$ cat config.mk
export PLATFORM = sky130hd
export DESIGN_NAME = rf_remote_pulse_decoder
export DESIGN_NICKNAME = d
export VERILOG_FILES = /design/src/hdl/rfpd_pkg.sv /design/src/hdl/rf_remote_pulse_decoder.sv /design/src/hdl/rfpd_front.sv /design/src/hdl/rfpd_queue.sv /design/src/hdl/rfpd_back.sv
export SDC_FILE = /design/constraint.sdc
export NUM_CORES = 1
export LEC_CHECK = 0
export ABC_AREA = 1
export BUFFER_PORTS_ARGS = -buffer_cell sky130_fd_sc_hd__buf_2
export CAP_MARGIN = 30
export CORE_MARGIN = 2
export CORE_UTILIZATION = 46
export CTS_CLUSTER_DIAMETER = 200
export DETAILED_ROUTE_END_ITERATION = 6
export GPL_TIMING_DRIVEN = 0
export SLEW_MARGIN = 20
export SYNTH_ARGS = -nofsm -noshare
export SYNTH_HDL_FRONTEND = slang
export SYNTH_SLANG_ARGS = --single-unit
$ cat constraint.sdc
create_clock -name clk -period 3.1 [get_ports clk]
set_clock_uncertainty 0.2 [all_clocks]
set_input_delay 0.465 -clock clk [delete_from_list [all_inputs] [get_ports clk]]
set_output_delay 0.465 -clock clk [all_outputs]
set_load 0.01 [all_outputs]
$ cat src/hdl/rfpd_pkg.sv
`timescale 1ns / 1ps
// ----------------------------------------------------------------------------
// rfpd_pkg - shared types and constants of the RF remote pulse decoder
// Command format between front and back, phase codes, register indexes.
// ----------------------------------------------------------------------------
package rfpd_pkg;

	localparam int CNT_W       = 8;
	localparam int CNT_OUT_W   = 7;
	localparam int CFG_W       = 16;
	localparam int CFG_IDX_W   = 2;
	localparam int EXP_W       = 7;
	localparam int US_W        = 16;
	localparam int KEY_W       = 14;
	localparam int KEY_FIRST   = 61;
	localparam int QUEUE_DEPTH = 2;

	localparam logic [US_W-1:0]  GLITCH_RST   = 16'd300;
	localparam logic [US_W-1:0]  BIT_GAP_RST  = 16'd600;
	localparam logic [US_W-1:0]  SYNC_GAP_RST = 16'd1600;
	localparam logic [EXP_W-1:0] EXPECTED_RST = 7'd77;

	typedef enum logic [1:0] {
		PH_IDLE   = 2'd0,
		PH_FIRST  = 2'd1,
		PH_SECOND = 2'd2
	} phase_t;

	typedef enum logic [CFG_IDX_W-1:0] {
		REG_GLITCH   = 2'd0,
		REG_BIT_GAP  = 2'd1,
		REG_SYNC_GAP = 2'd2,
		REG_EXPECTED = 2'd3
	} reg_idx_t;

	typedef enum logic {
		CMD_APPEND = 1'b0,
		CMD_FINISH = 1'b1
	} cmd_kind_t;

	typedef struct packed {
		cmd_kind_t        kind;
		logic             level;
		logic [CNT_W-1:0] count;
	} cmd_t;

	typedef struct packed {
		logic full;
		logic empty;
	} queue_stat_t;

endpackage

$ cat src/hdl/rf_remote_pulse_decoder.sv
`timescale 1ns / 1ps
// ----------------------------------------------------------------------------
// rf_remote_pulse_decoder - pulse-width decoder for an RF remote bit stream
// Classifies pin edges, collects frame bits and reports bit count and key.
// ----------------------------------------------------------------------------
//  channel | handshake            | payload
//  --------+----------------------+-------------------------------------------
//  in      | in_valid / in_ready  | pin_level, edge_interval_us
//  out     | out_valid / out_ready| frame_bit_count, key_valid, key_code
//  cfg     | cfg_wr_en            | cfg_index, cfg_data
//
//  One edge per cycle is taken while in_ready is high. A frame-ending edge's
//  command enters the queue; the result register loads when it is popped.
//  The two-entry command queue parts classifier and frame store:
//  in_ready drops only while the queue is full behind a stalled report.
//  Reset clears phase, bit count, frame store and out_valid at once, and
//  loads the threshold and expected-length registers with their defaults.
// ----------------------------------------------------------------------------
module rf_remote_pulse_decoder #(
	parameter int FRAME_BYTES = 10
) (
	input  logic                                 clk,
	input  logic                                 arst_n,
	input  logic                                 in_valid,
	output logic                                 in_ready,
	input  logic                                 pin_level,
	input  logic [rfpd_pkg::US_W-1:0]            edge_interval_us,
	output logic                                 out_valid,
	input  logic                                 out_ready,
	output logic [rfpd_pkg::CNT_OUT_W-1:0]       frame_bit_count,
	output logic                                 key_valid,
	output logic [rfpd_pkg::KEY_W-1:0]           key_code,
	input  logic                                 cfg_wr_en,
	input  logic [rfpd_pkg::CFG_IDX_W-1:0]       cfg_index,
	input  logic [rfpd_pkg::CFG_W-1:0]           cfg_data
);

	logic [rfpd_pkg::US_W-1:0]   glitch_limit_q;
	logic [rfpd_pkg::US_W-1:0]   bit_gap_q;
	logic [rfpd_pkg::US_W-1:0]   sync_gap_q;
	logic [rfpd_pkg::EXP_W-1:0]  expected_q;
	logic                        accept;
	logic                        push;
	logic                        pop;
	rfpd_pkg::cmd_t              push_cmd;
	rfpd_pkg::cmd_t              head_cmd;
	rfpd_pkg::queue_stat_t       stat;

	assign in_ready = !stat.full;
	assign accept   = in_valid && in_ready;

	always_ff @(posedge clk or negedge arst_n) begin
		if (!arst_n) begin
			glitch_limit_q <= rfpd_pkg::GLITCH_RST;
			bit_gap_q      <= rfpd_pkg::BIT_GAP_RST;
			sync_gap_q     <= rfpd_pkg::SYNC_GAP_RST;
			expected_q     <= rfpd_pkg::EXPECTED_RST;
		end else if (cfg_wr_en) begin
			unique case (rfpd_pkg::reg_idx_t'(cfg_index))
				rfpd_pkg::REG_GLITCH:   glitch_limit_q <= cfg_data;
				rfpd_pkg::REG_BIT_GAP:  bit_gap_q      <= cfg_data;
				rfpd_pkg::REG_SYNC_GAP: sync_gap_q     <= cfg_data;
				rfpd_pkg::REG_EXPECTED: expected_q     <= cfg_data[rfpd_pkg::EXP_W-1:0];
			endcase
		end
	end

	rfpd_front #(
		.FRAME_BYTES(FRAME_BYTES)
	) u_front (
		.clk              (clk),
		.arst_n           (arst_n),
		.accept           (accept),
		.pin_level        (pin_level),
		.edge_interval_us (edge_interval_us),
		.glitch_limit_us  (glitch_limit_q),
		.bit_gap_us       (bit_gap_q),
		.sync_gap_us      (sync_gap_q),
		.push             (push),
		.cmd              (push_cmd)
	);

	rfpd_queue u_queue (
		.clk      (clk),
		.arst_n   (arst_n),
		.push     (push),
		.push_cmd (push_cmd),
		.pop      (pop),
		.head_cmd (head_cmd),
		.stat     (stat)
	);

	rfpd_back #(
		.FRAME_BYTES(FRAME_BYTES)
	) u_back (
		.clk             (clk),
		.arst_n          (arst_n),
		.head_cmd        (head_cmd),
		.stat            (stat),
		.expected_bits   (expected_q),
		.pop             (pop),
		.out_valid       (out_valid),
		.out_ready       (out_ready),
		.frame_bit_count (frame_bit_count),
		.key_valid       (key_valid),
		.key_code        (key_code)
	);

endmodule

$ cat src/hdl/rfpd_front.sv
`timescale 1ns / 1ps
// ----------------------------------------------------------------------------
// rfpd_front - edge classifier
// Tracks sync and bit phases, counts bits and issues append or finish commands.
// ----------------------------------------------------------------------------
module rfpd_front #(
	parameter int FRAME_BYTES = 10
) (
	input  logic                          clk,
	input  logic                          arst_n,
	input  logic                          accept,
	input  logic                          pin_level,
	input  logic [rfpd_pkg::US_W-1:0]     edge_interval_us,
	input  logic [rfpd_pkg::US_W-1:0]     glitch_limit_us,
	input  logic [rfpd_pkg::US_W-1:0]     bit_gap_us,
	input  logic [rfpd_pkg::US_W-1:0]     sync_gap_us,
	output logic                          push,
	output rfpd_pkg::cmd_t                cmd
);

	localparam int NBITS = 8 * FRAME_BYTES;

	rfpd_pkg::phase_t                 phase_q, phase_d;
	logic [rfpd_pkg::CNT_W-1:0]       cnt_q, cnt_d;
	logic                             is_end;
	logic                             is_short;
	logic                             is_sync;

	assign is_end   = ((!pin_level) && (edge_interval_us < glitch_limit_us)) ||
	                  (cnt_q > rfpd_pkg::CNT_W'(NBITS));
	assign is_short = edge_interval_us < bit_gap_us;
	assign is_sync  = pin_level && (edge_interval_us > sync_gap_us);

	always_comb begin
		phase_d = phase_q;
		cnt_d   = cnt_q;
		if (accept) begin
			unique case (phase_q)
				rfpd_pkg::PH_FIRST: begin
					if (is_end) begin
						phase_d = rfpd_pkg::PH_IDLE;
						cnt_d   = '0;
					end else begin
						phase_d = rfpd_pkg::PH_SECOND;
						cnt_d   = cnt_q + rfpd_pkg::CNT_W'(1);
					end
				end
				rfpd_pkg::PH_SECOND: begin
					priority if (is_end) begin
						phase_d = rfpd_pkg::PH_IDLE;
						cnt_d   = '0;
					end else if (is_short) begin
						phase_d = rfpd_pkg::PH_FIRST;
					end else begin
						cnt_d   = cnt_q + rfpd_pkg::CNT_W'(1);
					end
				end
				default: begin
					if (is_sync) begin
						phase_d = rfpd_pkg::PH_FIRST;
						cnt_d   = '0;
					end else begin
						phase_d = rfpd_pkg::PH_IDLE;
					end
				end
			endcase
		end
	end

	always_comb begin
		push       = 1'b0;
		cmd.kind   = rfpd_pkg::CMD_APPEND;
		cmd.level  = pin_level;
		cmd.count  = cnt_q;
		if (accept) begin
			unique case (phase_q)
				rfpd_pkg::PH_FIRST: begin
					push = 1'b1;
					if (is_end) begin
						cmd.kind = rfpd_pkg::CMD_FINISH;
					end
				end
				rfpd_pkg::PH_SECOND: begin
					priority if (is_end) begin
						push     = 1'b1;
						cmd.kind = rfpd_pkg::CMD_FINISH;
					end else if (!is_short) begin
						push     = 1'b1;
					end
				end
				default: begin
					push = 1'b0;
				end
			endcase
		end
	end

	always_ff @(posedge clk or negedge arst_n) begin
		if (!arst_n) begin
			phase_q <= rfpd_pkg::PH_IDLE;
			cnt_q   <= '0;
		end else begin
			phase_q <= phase_d;
			cnt_q   <= cnt_d;
		end
	end

endmodule

$ cat src/hdl/rfpd_queue.sv
`timescale 1ns / 1ps
// ----------------------------------------------------------------------------
// rfpd_queue - command queue
// Short FIFO between the classifier and the frame store.
// ----------------------------------------------------------------------------
module rfpd_queue (
	input  logic                  clk,
	input  logic                  arst_n,
	input  logic                  push,
	input  rfpd_pkg::cmd_t        push_cmd,
	input  logic                  pop,
	output rfpd_pkg::cmd_t        head_cmd,
	output rfpd_pkg::queue_stat_t stat
);

	localparam int PTR_W  = $clog2(rfpd_pkg::QUEUE_DEPTH);
	localparam int FILL_W = $clog2(rfpd_pkg::QUEUE_DEPTH + 1);

	rfpd_pkg::cmd_t     mem_q [rfpd_pkg::QUEUE_DEPTH];
	logic [PTR_W-1:0]   wr_ptr_q;
	logic [PTR_W-1:0]   rd_ptr_q;
	logic [FILL_W-1:0]  fill_q;
	logic               do_push;
	logic               do_pop;

	assign stat.full  = fill_q == FILL_W'(rfpd_pkg::QUEUE_DEPTH);
	assign stat.empty = fill_q == '0;
	assign do_push    = push && !stat.full;
	assign do_pop     = pop && !stat.empty;
	assign head_cmd   = mem_q[rd_ptr_q];

	always_ff @(posedge clk) begin
		if (do_push) begin
			mem_q[wr_ptr_q] <= push_cmd;
		end
	end

	always_ff @(posedge clk or negedge arst_n) begin
		if (!arst_n) begin
			wr_ptr_q <= '0;
			rd_ptr_q <= '0;
			fill_q   <= '0;
		end else begin
			if (do_push) begin
				wr_ptr_q <= wr_ptr_q + PTR_W'(1);
			end
			if (do_pop) begin
				rd_ptr_q <= rd_ptr_q + PTR_W'(1);
			end
			unique case ({do_push, do_pop})
				2'b10:   fill_q <= fill_q + FILL_W'(1);
				2'b01:   fill_q <= fill_q - FILL_W'(1);
				default: fill_q <= fill_q;
			endcase
		end
	end

endmodule

$ cat src/hdl/rfpd_back.sv
`timescale 1ns / 1ps
// ----------------------------------------------------------------------------
// rfpd_back - frame store and result register
// Writes bits into the frame store and builds the frame report on finish.
// ----------------------------------------------------------------------------
module rfpd_back #(
	parameter int FRAME_BYTES = 10
) (
	input  logic                             clk,
	input  logic                             arst_n,
	input  rfpd_pkg::cmd_t                   head_cmd,
	input  rfpd_pkg::queue_stat_t            stat,
	input  logic [rfpd_pkg::EXP_W-1:0]       expected_bits,
	output logic                             pop,
	output logic                             out_valid,
	input  logic                             out_ready,
	output logic [rfpd_pkg::CNT_OUT_W-1:0]   frame_bit_count,
	output logic                             key_valid,
	output logic [rfpd_pkg::KEY_W-1:0]       key_code
);

	localparam int NBITS = 8 * FRAME_BYTES;
	localparam int IDX_W = $clog2(NBITS);

	logic [NBITS-1:0]                 store_q;
	logic                             out_valid_q;
	logic [rfpd_pkg::CNT_OUT_W-1:0]   count_q;
	logic                             key_valid_q;
	logic [rfpd_pkg::KEY_W-1:0]       key_q;
	logic                             is_finish;
	logic                             do_append;
	logic                             do_finish;
	logic                             match;
	logic [IDX_W-1:0]                 wr_idx;
	logic [rfpd_pkg::KEY_W-1:0]       key_bits;

	assign is_finish = head_cmd.kind == rfpd_pkg::CMD_FINISH;
	assign pop       = !stat.empty && (!is_finish || !out_valid_q || out_ready);
	assign do_append = pop && !is_finish &&
	                   (head_cmd.count < rfpd_pkg::CNT_W'(NBITS));
	assign do_finish = pop && is_finish;
	assign wr_idx    = head_cmd.count[IDX_W-1:0];
	assign match     = head_cmd.count == rfpd_pkg::CNT_W'(expected_bits);

	always_comb begin
		for (int j = 0; j < rfpd_pkg::KEY_W; j++) begin
			key_bits[rfpd_pkg::KEY_W-1-j] = store_q[rfpd_pkg::KEY_FIRST+j];
		end
	end

	always_ff @(posedge clk or negedge arst_n) begin
		if (!arst_n) begin
			store_q <= '0;
		end else if (do_finish) begin
			store_q <= '0;
		end else if (do_append) begin
			store_q[wr_idx] <= head_cmd.level;
		end
	end

	always_ff @(posedge clk or negedge arst_n) begin
		if (!arst_n) begin
			out_valid_q <= 1'b0;
		end else if (do_finish) begin
			out_valid_q <= 1'b1;
		end else if (out_ready) begin
			out_valid_q <= 1'b0;
		end
	end

	always_ff @(posedge clk) begin
		if (do_finish) begin
			count_q     <= head_cmd.count[rfpd_pkg::CNT_OUT_W-1:0];
			key_valid_q <= match;
			key_q       <= match ? key_bits : '0;
		end
	end

	assign out_valid       = out_valid_q;
	assign frame_bit_count = count_q;
	assign key_valid       = key_valid_q;
	assign key_code        = key_q;

endmodule

==> reports/metrics.yaml <==
pwr:
  p_per_area_nw_per_um2: 772
  pwr-share-clk: 0.352
  p_int_mw: 4.01
  irDropWorstVdd_uv: 436
  netSwitchingPower_mw: 1.96
  netSwitchingFraction: 0.329
  leakage_nw: 3.76
  p_comb_frac: 0.272
  seqPwrFrac: 0.376
cells_and_area:
  diodes: 0
  drive_gt1_frac: 0.190
  area_growth_pct: 18.7
  fin_cells: 1007
  layout.nets: 905
clocking:
  cts_made_buffers: 17
  cts-root-buf: "clkbuf_16"
  cts_tree: "yes"
  clkLatencyLatePin_ns: 0.42
  htreeDepth: 4
  cts_sinks: 126
  cts_buffer_depth: 2
  cts.reportedPaths.clkPinSlew_ns: 0.06
  post_cts_buffers: 0
synth:
  syn_area_per_cell_um2: 8.93
  synth_most_common_cell: "nand2_1"
  synth_xor_area_frac: 0.0146
  synth_fa_ha_area_frac: 0.0979
  syn-cell-area_um2: 6520
  synth-simple-area-share: 0.170
  synth_top_area_frac: 0.265
  yosys_warnings: 0
  synth_top_family_by_area: "simple AND/OR/NAND/NOR gates"
  yosysTopAreaCell: "dfrtp_1"
  synthTopCellsByArea: "dfrtp_1, edfxtp_1, ha_1"
  synth-edff-count: 42
  yosys-top-cells-count: "nand2_1, inv_1, dfrtp_1"
  syn-instance-count: 730
  synth_compound_area_frac: 0.109
  ys.flop_type: "dfrtp_1"
  synth.area.mux_share: 0.00154
  synthArstFlopShare: 0.667
  ys_seq_area_frac: 0.519
  syn_nets: 821
  ys_seq_elements: 126
  ys_types: 39
timing:
  finalCritPeriodShare: 0.935
  setup_viol: 0
  clock.fmax_ghz: 0.345
  slew_viol_final: 0
  tightest_slew_ns: 0.665
  whs_ns: 0.0975
  timing.slew.headroom: 0.557
  fin_crit_ns: 2.90
  rsz0062_at_grt: "false"
  finalHoldViolCount: 0
  final.setup.tns_ns: 0
place:
  dp_cells: 974
  dp_hpwl_um: 10200
  port_buffers: 63
  gp_congestion: 0.936
setup_path:
  cp.required_ns: 3.21
  cp_data_arrival_time_ns: 3.01
  crit_type: "flip-flop to flip-flop"
  start_kind: "flip-flop"
  worstPathMaxFanout: 3
  cp-end-kind: "flip-flop"
floorplan:
  die_w_um: 123
  die_area_um2: 15100
  core_area_um2: 13900
  fp.dieH_um: 123
  row_count: 43
  initial_utilization: 0.470
  io_pins: 64
detailed_routing:
  wirelength_um: 14000
  num_vias: 4996
  drc: 0
  ant_nets: 0
  first_pass_iters: 5
  routedWlPerCell_um: 13.9
  drtIter0Drc: 294
  viasPerCell: 4.96
grt:
  grt_antenna_before_repair: 0
  first_global_vias: 4838
  gr-total-overflow: 0
  grt_use_total: 0.204
  grt_max_degree: 52
  grt_pass1_wl_um: 23400
run_status:
  status: "complete, no violations"
job:
  drv_cap: 0
worst_hold_path:
  holdCritPathClass: "primary input to flip-flop"
cells by family (layout without fill, tap and decap cells):
kind of cell | after synthesis | after routing
mux | 1 | 1
fa+ha+maj | 51 | 51
xor+xnor | 10 | 10
buf+inv | 148 | 245
flops | 126 | 126
simple gates | 261 | 261
compound gates | 133 | 133
per-layer routing:
| metal | global-route usage | vias to the layer above | wire length [um] |
|---|---|---|---|
| li1 | - | 2519 | - |
| met1 | 0.282 | 2347 | 6640 |
| met2 | 0.308 | 103 | 6420 |
| met3 | 0.0443 | 27 | 575 |
| met4 | 0.0909 | 0 | 314 |
| met5 | 0 | - | 0 |
sequential cells by signal (all words and copies together), names as in the netlist:
register                cells
bit_gap_q                  16
expected_q                  7
glitch_limit_q             16
sync_gap_q                 16
u_back.frame_bit_count      7
u_back.key_code            14
u_back.key_valid            1
u_back.out_valid            1
u_back.store_q             14
u_front.cnt_q               8
u_front.phase_q             2
u_queue.fill_q              2
u_queue.mem_q              20
u_queue.rd_ptr_q            1
u_queue.wr_ptr_q            1
worst paths after layout:
kind	startpoint	end	slack [ns]	cells past startpoint
hold reg to reg	u_queue.wr_ptr_q	u_queue.wr_ptr_q	0.27	2
max in group asynchronous	arst_n	expected_q[3]	1.69	3
setup / recovery	bit_gap_q[3]	u_queue.fill_q[1]	0.20	15
setup reg to reg	bit_gap_q[3]	u_queue.fill_q[1]	0.20	15
hold / removal	cfg_data[9]	bit_gap_q[9]	0.1	3
min in group asynchronous	arst_n	glitch_limit_q[10]	0.35	2
power groups by stage:
stage                     sequential, mW  combinational [mW]  clock, mW
after floorplan                     2.29                1.12          0
after global placement              2.26                1.59          0
after detailed placement            2.27                1.63          0
after CTS                           2.25                1.64       2.13
after global routing                2.28                1.89       2.19
final                               2.25                1.63       2.10
worst max-delay path: stages (launching register included):
cell,delay (ns)
dfstp_2,0.53
inv_1,0.04
ha_1,0.28
a21oi_1,0.15
nand2_1,0.10
nand2_1,0.07
nand2_1,0.08
a21oi_1,0.32
nand3_1,0.11
nand2_1,0.08
nand2_1,0.09
nand2_1,0.13
ha_1,0.27
a21oi_1,0.11
o21ai_0,0.10
xnor2_1,0.13
stage by stage:
step / util / setup WS (ns) / area [um^2] / power, mW
after global routing: 0.557 / 0.00741 / 7740 / 6.36
final: 0.557 / 0.200 / 7740 / 5.98
after global placement: 0.509 / 0.0252 / 7060 / 3.84
after CTS: 0.557 / 0.0611 / 7730 / 6.02
after detailed placement: 0.511 / 0.00566 / 7090 / 3.90
after floorplan: - / 0.549 / 6520 / 3.41
layout make-up:
| class | count | area (um^2) |
|---|---|---|
| fillers | 1255 | 6140 |
| flip-flops and latches | 126 | 3380 |
| multi-input cells | 456 | 2560 |
| inverters | 132 | 495 |
| clock buffers | 21 | 480 |
| repair buffers | 65 | 355 |
| well taps | 180 | 225 |
| clock inverters | 11 | 154 |
| plain buffers | 16 | 85.1 |
timing repair:
| action | in CTS | in global routing |
|---|---|---|
| setup endpoints to repair | 0 | 10 |
| endpoints found under the hold margin | 32 | 0 |
| hold buffers | 1 | 0 |
| resized for setup | 0 | 1 |
cells in the final DEF (no fill, tap or decap), types with 23 or more instances in the layout:
cell / synthesis / layout
nand2_1: 160 / 160
inv_1: 119 / 119
dfrtp_1: 69 / 69
o21ai_0: 67 / 67
buf_2: 2 / 64
ha_1: 51 / 51
nor2_1: 43 / 42
edfxtp_1: 42 / 42
o21ai_1: 32 / 32
a21oi_1: 23 / 23
Power figures use the tool's default switching activity.
